--- src/bttr_pkg.sv ---
// shared types, constants and helpers of the background tile pixel renderer
`timescale 1ns / 1ps
package bttr_pkg;

  // video memory geometry
  localparam int VRAM_BYTES   = 8192;
  localparam int VRAM_AW      = $clog2(VRAM_BYTES);
  localparam int SCREEN_WIDTH = 160;

  // signed tile data sits at 0x8800, as an offset from 0x8000
  localparam logic [VRAM_AW-1:0] TILE_SIGNED_BASE = VRAM_AW'(13'h0800);
  // tile maps at 0x9800 and 0x9C00 share the top two offset bits
  localparam logic [1:0] MAP_REGION = 2'b11;

  // queue between front and back
  localparam int QUEUE_DEPTH = 2;
  localparam int QUEUE_AW    = $clog2(QUEUE_DEPTH);
  localparam int QUEUE_CW    = $clog2(QUEUE_DEPTH + 1);

  // result buffer in the back part
  localparam int OUT_DEPTH = 4;
  localparam int OUT_AW    = $clog2(OUT_DEPTH);
  localparam int OUT_CW    = $clog2(OUT_DEPTH + 1);

  // configuration register indexes
  localparam int CFG_IDX_W = 3;
  localparam logic [CFG_IDX_W-1:0] REG_LCD_CONTROL = 3'd0;
  localparam logic [CFG_IDX_W-1:0] REG_SCROLL_X    = 3'd1;
  localparam logic [CFG_IDX_W-1:0] REG_SCROLL_Y    = 3'd2;
  localparam logic [CFG_IDX_W-1:0] REG_WINDOW_X    = 3'd3;
  localparam logic [CFG_IDX_W-1:0] REG_WINDOW_Y    = 3'd4;
  localparam logic [CFG_IDX_W-1:0] REG_BG_PALETTE  = 3'd5;

  // lcd control bit positions
  localparam int LCDC_BG_MAP    = 3;
  localparam int LCDC_TILE_DATA = 4;
  localparam int LCDC_WIN_EN    = 5;
  localparam int LCDC_WIN_MAP   = 6;

  // input item modes
  localparam logic MODE_WRITE  = 1'b0;
  localparam logic MODE_RENDER = 1'b1;

  typedef enum logic {
    JOB_WRITE,
    JOB_RENDER
  } job_kind_e;

  typedef struct packed {
    logic       mode;
    logic [12:0] vram_offset;
    logic [7:0] vram_byte;
    logic [7:0] line_number;
    logic [7:0] column;
  } in_item_t;

  typedef struct packed {
    logic [31:0] pixel_rgba;
    logic [1:0]  shade;
  } out_item_t;

  typedef struct packed {
    logic [7:0] lcd_control;
    logic [7:0] scroll_x;
    logic [7:0] scroll_y;
    logic [7:0] window_x;
    logic [7:0] window_y;
    logic [7:0] bg_palette;
  } cfg_t;

  // one queue entry: a memory write or a classified pixel fetch
  typedef struct packed {
    job_kind_e          kind;
    logic [VRAM_AW-1:0] addr;    // write offset or tile map address
    logic [7:0]         wdata;
    logic [2:0]         row;     // pixel row inside the tile
    logic [2:0]         xbit;    // pixel column inside the tile
    logic               unsig;   // unsigned tile data base
  } job_t;

  // shade to packed rgba
  function automatic logic [31:0] shade_rgba(input logic [1:0] shade);
    logic [7:0] level;
    unique case (shade)
      2'd0: level = 8'hFF;
      2'd1: level = 8'hCC;
      2'd2: level = 8'h77;
      default: level = 8'h00;
    endcase
    return {level, level, level, 8'hFF};
  endfunction

endpackage

--- src/bttr_queue.sv ---
// short job queue between the front and back parts
`timescale 1ns / 1ps
module bttr_queue
  import bttr_pkg::*;
(
  input  logic clk_i,
  input  logic rst_ni,
  input  logic push_i,
  input  job_t job_i,
  output logic full_o,
  output logic valid_o,
  output job_t head_o,
  input  logic pop_i
);

  job_t                entry_q [QUEUE_DEPTH];
  logic [QUEUE_AW-1:0] wptr_q, wptr_d;
  logic [QUEUE_AW-1:0] rptr_q, rptr_d;
  logic [QUEUE_CW-1:0] count_q, count_d;

  assign full_o  = (count_q == QUEUE_CW'(QUEUE_DEPTH));
  assign valid_o = (count_q != '0);
  assign head_o  = entry_q[rptr_q];

  // pointer and fill count update
  always_comb begin
    wptr_d  = wptr_q;
    rptr_d  = rptr_q;
    count_d = count_q;
    if (push_i) begin
      wptr_d = (wptr_q == QUEUE_AW'(QUEUE_DEPTH - 1)) ? '0 : wptr_q + 1'b1;
    end
    if (pop_i) begin
      rptr_d = (rptr_q == QUEUE_AW'(QUEUE_DEPTH - 1)) ? '0 : rptr_q + 1'b1;
    end
    if (push_i && !pop_i) begin
      count_d = count_q + 1'b1;
    end else if (!push_i && pop_i) begin
      count_d = count_q - 1'b1;
    end
  end

  always_ff @(posedge clk_i or negedge rst_ni) begin
    if (!rst_ni) begin
      wptr_q  <= '0;
      rptr_q  <= '0;
      count_q <= '0;
    end else begin
      wptr_q  <= wptr_d;
      rptr_q  <= rptr_d;
      count_q <= count_d;
    end
  end

  // entry storage, no reset needed
  always_ff @(posedge clk_i) begin
    if (push_i) begin
      entry_q[wptr_q] <= job_i;
    end
  end

endmodule

--- config.mk ---
export PLATFORM = sky130hd
export DESIGN_NAME = bttr_queue
export DESIGN_NICKNAME = d
export VERILOG_FILES = /design/src/bttr_pkg.sv /design/src/bttr_queue.sv
export SDC_FILE = /design/constraint.sdc
export NUM_CORES = 1
export LEC_CHECK = 0
export BUFFER_PORTS_ARGS = -buffer_cell sky130_fd_sc_hd__buf_2
export CORE_MARGIN = 2
export CORE_UTILIZATION = 50
export DETAILED_ROUTE_END_ITERATION = 8
export PLACE_DENSITY_LB_ADDON = 0.25
export SETUP_SLACK_MARGIN = 0.5
export SKIP_CTS_REPAIR_TIMING = 1
export SLEW_MARGIN = 0
export SYNTH_ARGS = -nofsm -noshare
export SYNTH_HDL_FRONTEND = slang
export SYNTH_SLANG_ARGS = --single-unit
--- constraint.sdc ---
create_clock -name clk_i -period 3 [get_ports clk_i]
set_input_delay 0.15 -clock clk_i [delete_from_list [all_inputs] [get_ports clk_i]]
set_output_delay 0.15 -clock clk_i [all_outputs]
set_load 0.05 [all_outputs]
==> metrics.csv <==
metric,value,unit
synth top area cells,"edfxtp_1 (73%), mux2_4 (18%), dfrtp_1 (4.2%)",
Fin Setup TNS,0,ps
Critical-path top delay cell,dfrtp_2,
Ports,64,
routability cong.,0.705,
# nets final,232,
initial antenna violation count,0,
die height,73.3,um
#FFs+latches synth,62,
Die X,73.3,um
RSZ-0062 raised after global routing,no,
WL final,3.94,mm
Die ar.,5370,um^2
Crit. End Element,primary output,
CP arrival,1910,ps
DRC,0,
Diodes inserted,0,
WL/cell,15.3,um
Root Buffer,clkbuf_8,
Slew Limit Fails,0,
area grow syn2layout,30.4,%
first-pass GRT wire length,5.75,mm
clock-pin slew on the worst setup and hold paths,60,ps
crit path cell chain,mux2_4 > buf_2,
layout cells sized above 1,54.2,%
largest net degree at the start of global routing,31,
Initial Util,51.5,%
skew final,9.97,ps
Synth cell types,12,
total track usage,15.7,%
number of I/O port buffers,63,
Final ANT Viol Nets,0,
worst slew pin tran,954,ps
Leak Pwr,1.30,nW
Max rail drop VDD,0.646,mV
Final Hold Vio Count,0,
detail-routed via count per cell,4.83,
vias,1241,
CP peak stage delay,990,ps
leading area contributor after synthesis,edfxtp_1,
CP max FO,30,
Worst Hold Class,input pin to flip-flop,
Detailed Routing Iterations Pass 1,5,
placed cell count,222,
CTS Buf Count,9,
run status,"finished, final reports clean",
H-tree levels,3,
grt total ovfl,0,
max_cap viols,0,
final worst-path cycle share,68.5,%
Clock Tree Buf Depth,2,
number of global-route vias before repair,1267,
FILL cells,309,
PD cells,1050,nW/um^2
post-synthesis sequential area ratio,76.7,%
top cell type's share of synthesized area,72.6,%
Mapped Nets,140,
Avg Synthesized Cell Area,22.6,um^2
final cell count without fillers,257,
Cells after Synth,106,
"Worst Path Class, Setup",flip-flop to primary output,
fmax,0.486,GHz
CP Launch Type,flip-flop,
yosys warns,0,
mapped cell area,2400,um^2
worst skew pair latency,340,ps
CORE AREA,4660,um^2
Worst Reg-to-Reg Cells,2,
clock sinks,62,
Worst EP required,2850,ps
Slew HR,36.4,%
Iter 0 DRT Violations,38,
count of final setup violators,0,
row count,25,
WHS Path Cells,1,
Final Critical Period,2060,ps
CTS tree,done,
registers in the layout, indices dropped and copies added, names as in the netlist:
signal and count:
wptr_q 1, entry_q 58, rptr_q 1, count_q 2
cell families (layout without fill, tap and decap cells):
| logic type | after synthesis | count (layout) | share of synthesized area (%) |
|---|---|---|---|
| fa+ha+maj | 1 | 1 | 0.521 |
| flops | 62 | 62 | 76.7 |
| simple gates | 5 | 5 | 1.20 |
| buf+inv | 4 | 101 | 1.56 |
| xor+xnor | 5 | 5 | 1.82 |
| mux | 29 | 29 | 18.1 |
final timing paths:
check | to | slack [ps] | startpoint
min in group asynchronous | count_q[1] | 150 | rst_ni
min reg2reg | wptr_q | 500 | wptr_q
max reg2reg | entry_q[0][18] | 1310 | wptr_q
max | head_o[19] | 940 | rptr_q
max in group asynchronous | rptr_q | 2720 | rst_ni
min | entry_q[1][6] | 5 | job_i[6]
per-layer routing:
metal	part of all wire (%)	vias up	global-route usage, %
li1	-	595	-
met1	41	592	16.3
met2	50	47	25.6
met3	6.8	7	7.00
met4	2.2	0	10.5
met5	0	-	0
placed cells by master (no fill, tap or decap):
master         netlist  routed
buf_2                0      63
edfxtp_1            58      58
mux2_4              29      29
dlygate4sd3_1        0      19
clkbuf_8             0      11
xor2_1               4       4
clkbuf_1             0       3
dfrtp_1              4       3
clkinv_2             0       2
buf_4                0       2
inv_1                1       1
or2_2                1       1
nor2b_1              2       1
and2_1               1       1
nor2b_2              0       1
xnor2_1              1       1
nor2_1               1       1
ha_1                 1       1
dfrtp_2              0       1
synthesized netlist by cell type:
library cell / count
and2_1: 1
inv_1: 1
ha_1: 1
mux2_4: 29
buf_6: 3
dfrtp_1: 4
nor2_1: 1
or2_2: 1
xnor2_1: 1
edfxtp_1: 58
nor2b_1: 2
xor2_1: 4
worst max-delay path, delay by kind of cell (launching register included):
kind     cells  cell delay [ps]
flops        1              990
mux          1              360
buf+inv      1              210
area by class of cell:
cell class	count	area, um^2	share of cell area, %
Inverter	1	3.75	0.120
Sequential cell	62	1840	58.9
Clock buffer	14	163	5.20
Clock inverter	2	10.0	0.320
Tap cell	54	67.6	2.16
Multi-Input combinational cell	40	523	16.7
Timing Repair Buffer	84	520	16.6
power by group:
part | internal, mW | switching [mW] | total [mW]
sequential | 1.15 | 0.166 | 1.32
combinational | 0.478 | 0.858 | 1.34
clock | 0.343 | 0.295 | 0.638
stage by stage:
step / instance area, um^2 / power, mW / setup WS, ps / hold WS (ps) / utilization (%)
floorplan: 2400 / 2.43 / 872 / -146 / -
global placement: 2770 / 2.64 / 1310 / -45.2 / 59.4
detailed placement: 2770 / 2.67 / 1260 / -38.5 / 59.4
CTS: 2940 / 3.31 / 903 / -404 / 63.1
finish: 3130 / 3.29 / 944 / 5.07 / 67.2
global route: 3130 / 3.43 / 861 / 0.801 / 67.2
Power figures use the tool's default switching activity.
