--- config.mk ---
export PLATFORM = sky130hd
export DESIGN_NAME = bttr_front
export DESIGN_NICKNAME = d
export VERILOG_FILES = /design/src/bttr_pkg.sv /design/src/bttr_front.sv
export SDC_FILE = /design/constraint.sdc
export NUM_CORES = 1
export LEC_CHECK = 0
export BUFFER_PORTS_ARGS = -buffer_cell sky130_fd_sc_hd__buf_2
export CAP_MARGIN = 25
export CORE_ASPECT_RATIO = 1.4
export CORE_MARGIN = 2
export CORE_UTILIZATION = 47
export DETAILED_ROUTE_END_ITERATION = 6
export GPL_ROUTABILITY_DRIVEN = 0
export GPL_TIMING_DRIVEN = 0
export PLACE_DENSITY_LB_ADDON = 0.15
export SETUP_SLACK_MARGIN = 0.1
export SYNTH_ARGS = -nofsm -noshare
export SYNTH_HDL_FRONTEND = slang
export SYNTH_SLANG_ARGS = --single-unit
--- constraint.sdc ---
create_clock -name vclk -period 4.37
set_input_delay 0.2185 -clock vclk [all_inputs]
set_output_delay 0.2185 -clock vclk [all_outputs]
set_load 0.02 [all_outputs]
--- src/bttr_pkg.sv ---
// shared types, constants and helpers of the background tile pixel renderer
`timescale 1ns / 1ps
package bttr_pkg;

  // video memory geometry
  localparam int VRAM_BYTES   = 8192;
  localparam int VRAM_AW      = $clog2(VRAM_BYTES);
  localparam int SCREEN_WIDTH = 160;

  // signed tile data sits at 0x8800, as an offset from 0x8000
  localparam logic [VRAM_AW-1:0] TILE_SIGNED_BASE = VRAM_AW'(13'h0800);
  // tile maps at 0x9800 and 0x9C00 share the top two offset bits
  localparam logic [1:0] MAP_REGION = 2'b11;

  // queue between front and back
  localparam int QUEUE_DEPTH = 2;
  localparam int QUEUE_AW    = $clog2(QUEUE_DEPTH);
  localparam int QUEUE_CW    = $clog2(QUEUE_DEPTH + 1);

  // result buffer in the back part
  localparam int OUT_DEPTH = 4;
  localparam int OUT_AW    = $clog2(OUT_DEPTH);
  localparam int OUT_CW    = $clog2(OUT_DEPTH + 1);

  // configuration register indexes
  localparam int CFG_IDX_W = 3;
  localparam logic [CFG_IDX_W-1:0] REG_LCD_CONTROL = 3'd0;
  localparam logic [CFG_IDX_W-1:0] REG_SCROLL_X    = 3'd1;
  localparam logic [CFG_IDX_W-1:0] REG_SCROLL_Y    = 3'd2;
  localparam logic [CFG_IDX_W-1:0] REG_WINDOW_X    = 3'd3;
  localparam logic [CFG_IDX_W-1:0] REG_WINDOW_Y    = 3'd4;
  localparam logic [CFG_IDX_W-1:0] REG_BG_PALETTE  = 3'd5;

  // lcd control bit positions
  localparam int LCDC_BG_MAP    = 3;
  localparam int LCDC_TILE_DATA = 4;
  localparam int LCDC_WIN_EN    = 5;
  localparam int LCDC_WIN_MAP   = 6;

  // input item modes
  localparam logic MODE_WRITE  = 1'b0;
  localparam logic MODE_RENDER = 1'b1;

  typedef enum logic {
    JOB_WRITE,
    JOB_RENDER
  } job_kind_e;

  typedef struct packed {
    logic       mode;
    logic [12:0] vram_offset;
    logic [7:0] vram_byte;
    logic [7:0] line_number;
    logic [7:0] column;
  } in_item_t;

  typedef struct packed {
    logic [31:0] pixel_rgba;
    logic [1:0]  shade;
  } out_item_t;

  typedef struct packed {
    logic [7:0] lcd_control;
    logic [7:0] scroll_x;
    logic [7:0] scroll_y;
    logic [7:0] window_x;
    logic [7:0] window_y;
    logic [7:0] bg_palette;
  } cfg_t;

  // one queue entry: a memory write or a classified pixel fetch
  typedef struct packed {
    job_kind_e          kind;
    logic [VRAM_AW-1:0] addr;    // write offset or tile map address
    logic [7:0]         wdata;
    logic [2:0]         row;     // pixel row inside the tile
    logic [2:0]         xbit;    // pixel column inside the tile
    logic               unsig;   // unsigned tile data base
  } job_t;

  // shade to packed rgba
  function automatic logic [31:0] shade_rgba(input logic [1:0] shade);
    logic [7:0] level;
    unique case (shade)
      2'd0: level = 8'hFF;
      2'd1: level = 8'hCC;
      2'd2: level = 8'h77;
      default: level = 8'h00;
    endcase
    return {level, level, level, 8'hFF};
  endfunction

endpackage

--- src/bttr_front.sv ---
// front part: accepts input transactions and classifies them into jobs
`timescale 1ns / 1ps
module bttr_front
  import bttr_pkg::*;
(
  input  logic     in_valid_i,
  output logic     in_stall_o,
  input  in_item_t in_data_i,
  input  cfg_t     cfg_i,
  input  logic     queue_full_i,
  output logic     push_o,
  output job_t     job_o
);

  logic       accept;
  logic       on_screen;
  logic       win;
  logic       map_sel;
  logic [7:0] ypos;
  logic [7:0] xpos;

  assign in_stall_o = queue_full_i;
  assign accept     = in_valid_i && !queue_full_i;

  // off-screen pixels are taken and dropped
  assign on_screen = ({1'b0, in_data_i.column} < 9'(SCREEN_WIDTH));

  // window or background selection
  assign win = cfg_i.lcd_control[LCDC_WIN_EN] && (cfg_i.window_y <= in_data_i.line_number);
  assign map_sel = win ? cfg_i.lcd_control[LCDC_WIN_MAP] : cfg_i.lcd_control[LCDC_BG_MAP];

  // pixel position in map space, wrapping at 8 bits
  always_comb begin
    if (win) begin
      ypos = in_data_i.line_number - cfg_i.window_y;
    end else begin
      ypos = in_data_i.line_number + cfg_i.scroll_y;
    end
    if (win && (in_data_i.column >= cfg_i.window_x)) begin
      xpos = in_data_i.column - cfg_i.window_x;
    end else begin
      xpos = in_data_i.column + cfg_i.scroll_x;
    end
  end

  // job build
  always_comb begin
    job_o.wdata = in_data_i.vram_byte;
    job_o.row   = ypos[2:0];
    job_o.xbit  = xpos[2:0];
    job_o.unsig = cfg_i.lcd_control[LCDC_TILE_DATA];
    if (in_data_i.mode == MODE_WRITE) begin
      job_o.kind = JOB_WRITE;
      job_o.addr = in_data_i.vram_offset;
      push_o     = accept;
    end else begin
      job_o.kind = JOB_RENDER;
      job_o.addr = {MAP_REGION, map_sel, ypos[7:3], xpos[7:3]};
      push_o     = accept && on_screen;
    end
  end

endmodule

==> metrics.md <==
| Metric | Value |
|---|---|
| Status | finished, final reports clean |
| Endpoints failing hold | 0 |
| Crit. End Element | output port |
| Synth-to-layout area growth | 32.7% |
| WP data arrival | 2.53 ns |
| Most frequent cells in the layout | 99 x buf_2, 30 x ha_1, 23 x a21oi_1 |
| Final worst-path cycle share | 62.9% |
| Post-Route WL | 4380 um |
| Main combinational cell family by area after synthesis | compound AO/OA/AOI/OAI gates |
| XOR/XNOR Fraction of Synth Area | 10.6% |
| Clock Buffer Count | 0 |
| CP Cell Sequence | buf_2, inv_1, ha_1, inv_1, fa_1, nand3_1, a311oi_1, o21ai_2, buf_2, o311ai_0, a31oi_1, buf_2 |
| CP max FO | 10 |
| CTS Hold Bufs | 0 |
| CP peak stage delay | 0.43 ns |
| Initial antenna violation count | 0 |
| Worst Tran Pin Value | 0.499 ns |
| Congestion Overflow GR | 0 |
| N_diodes | 0 |
| Library cells used by synthesis | 43 |
| Slowest CP cell | o21ai_2 |
| Post-synthesis compound-gate area fraction | 29.9% |
| Hold Crit Start | in_data_i[21] |
| ANT nets after route | 0 |
| Via density | 5.32 |
| Max capacitance violation total | 0 |
| Synth Area per Inst | 7.37 um2 |
| Port Buffers | 98 |
| Commonest non-fill, non-tap cell in the layout | buf_2 |
| Slew HR | approximately two thirds |
| First-pass GRT wire length | 6640 um |
| Mapped cell area | 0.00165 mm2 |
| Post-synthesis mux area share | 6.59% |
| Pin count of the biggest net entering global routing | 11 |
| Post-cts sizing count | 0 |
| FF+latch area | 0 um2 |
| Initial Util | 48.9% |
| WHS Path Cells | 2 |
| DR WL/cell | 12.1 um |
| Synth Warn # | 0 |
| Initial DRC count | 18 |
| Die area | about 0.004 mm2 |
| Lkg Pwr | between 1 and 1.5 nW |
| I/O pin count | 119 |
| Setup TNS | 0 ns |
| Minimum clock period | 2.75 ns |
| Adder-Cell Fraction of Synth Area | 27.6% |
| Setup Fix Bufs, Post-CTS | 0 |
| Worst setup margin | 1.62 ns |
| Unrepaired setup endpoints after global routing | no |
| Pre-antenna DRT Iters | 4 |
| Vias | between 1500 and 2000 |
| Worst vdd ir | around 0.090 mV |
| Layout Utilization | approximately two thirds |
| Final slew viol count | 0 |
| Synth Area in Simple Gates | 13.9% |
| Die X | 54.1 um |
| DP Wirelength | ~3900 um |
| WP data required | 4.15 ns |
| Crit. Startpoint | in_data_i[8] |
| Layout cell share with drive strength beyond 1 | 37.6% |
| CP most frequent cell | buf_2 |
| FFs & Latches | 0 |
| Pwr Density | 149 mW/mm2 |
| NumNets Final | 446 |
| Cells after synthesis | 224 |
| Type of origin of the critical path | input pin |
| Synth Net Count | 346 |
| FMAX | 364 MHz |
| Residual DRC | 0 |
| Worst slack, placed | ~1.6 ns |
| Seq/Total Area, Yosys | 0% |
| Vias in the first global route | between 1500 and 2000 |
| Final setup viols | 0 |
| Critical path class | in2out |
| Total core area | between 0.003 and 0.004 mm2 |
| Total Routing Usage GR | 21.0% |
| Hold/Removal Path Class | in2out |
| Core Rows | 25 |
| Die height | 74.1 um |
| CP endpoint | job_o[23] |
power by group:
part,internal [W],total (W),switching [W]
Clock,0,0,0
Combinational,0.000149,0.000328,0.000179
Sequential,0,0,0
worst min path at each step:
stage	slack [ns]	endpoint
6_report	0.65	job_o[12]
5_1_grt	0.66	job_o[9]
4_1_cts	0.65	job_o[12]
3_5_place_dp	0.65	job_o[12]
3_3_place_gp	0.65	job_o[10]
2_1_floorplan	0.55	in_stall_o
metal layers:
metal	vias up	share of wire [%]	GRT usage [%]
li1	1001	-	-
met1	859	36	18.7
met2	59	58	47.4
met3	6	5.1	0.402
met4	0	1.6	4.72
met5	-	0	0
critical path, delay by kind of cell:
family	cells	cell delay, ns
AO/OA/AOI/OAI	4	0.92
buffers and inverters	5	0.70
adder cells (fa/ha/maj)	2	0.55
AND/OR/NAND/NOR	1	0.14
layout make-up:
cell class | count | area, um2
fillers | 359 | 1190
plain buffers | 15 | 106
repair buffers | 98 | 490
well taps | 40 | 50.0
inverters | 22 | 82.6
multi-input cells | 187 | 1460
synth_stat cells (2+ instances only):
cell,number,area share (%)
o311ai_0,2,1.1
xor2_1,10,5.3
ha_1,30,23
buf_4,11,5.0
mux2i_1,6,3.6
nand2b_1,7,2.7
nand4_1,3,1.1
inv_1,22,5.0
a31oi_1,3,1.1
o31ai_1,2,0.91
o211ai_1,2,0.91
a21o_1,5,2.3
nor3_1,3,0.91
nand3_1,4,1.2
a211oi_1,6,2.7
a21oi_1,23,7.0
mux2_2,3,2.0
clkbuf_1,2,0.45
nor2_1,11,2.5
o21a_1,4,1.8
o21bai_1,2,0.91
or2_2,2,0.76
fa_1,4,4.8
xnor2_1,10,5.3
nand2_1,11,2.5
and2_1,2,0.76
o21ai_0,18,5.5
cells by family (layout without fill, tap and decap cells):
kind of cell             count (synthesis)  in the layout
XOR/XNOR                                20             20
multiplexers                            10             10
adder cells (fa/ha/maj)                 34             34
AND/OR/NAND/NOR                         46             46
buffers and inverters                   37            135
AO/OA/AOI/OAI                           77             77
per-stage QoR:
step	hold WS [ns]	instance area [um2]	total power [W]	instances
finish	0.654	2190	0.000328	362
global route	0.657	2190	0.000363	362
CTS	0.655	2190	0.000329	362
detailed placement	0.655	2190	0.000328	362
global placement	0.655	2190	0.000324	362
floorplan	0.550	1650	0.000230	224
(Power assumes the default switching activity.)
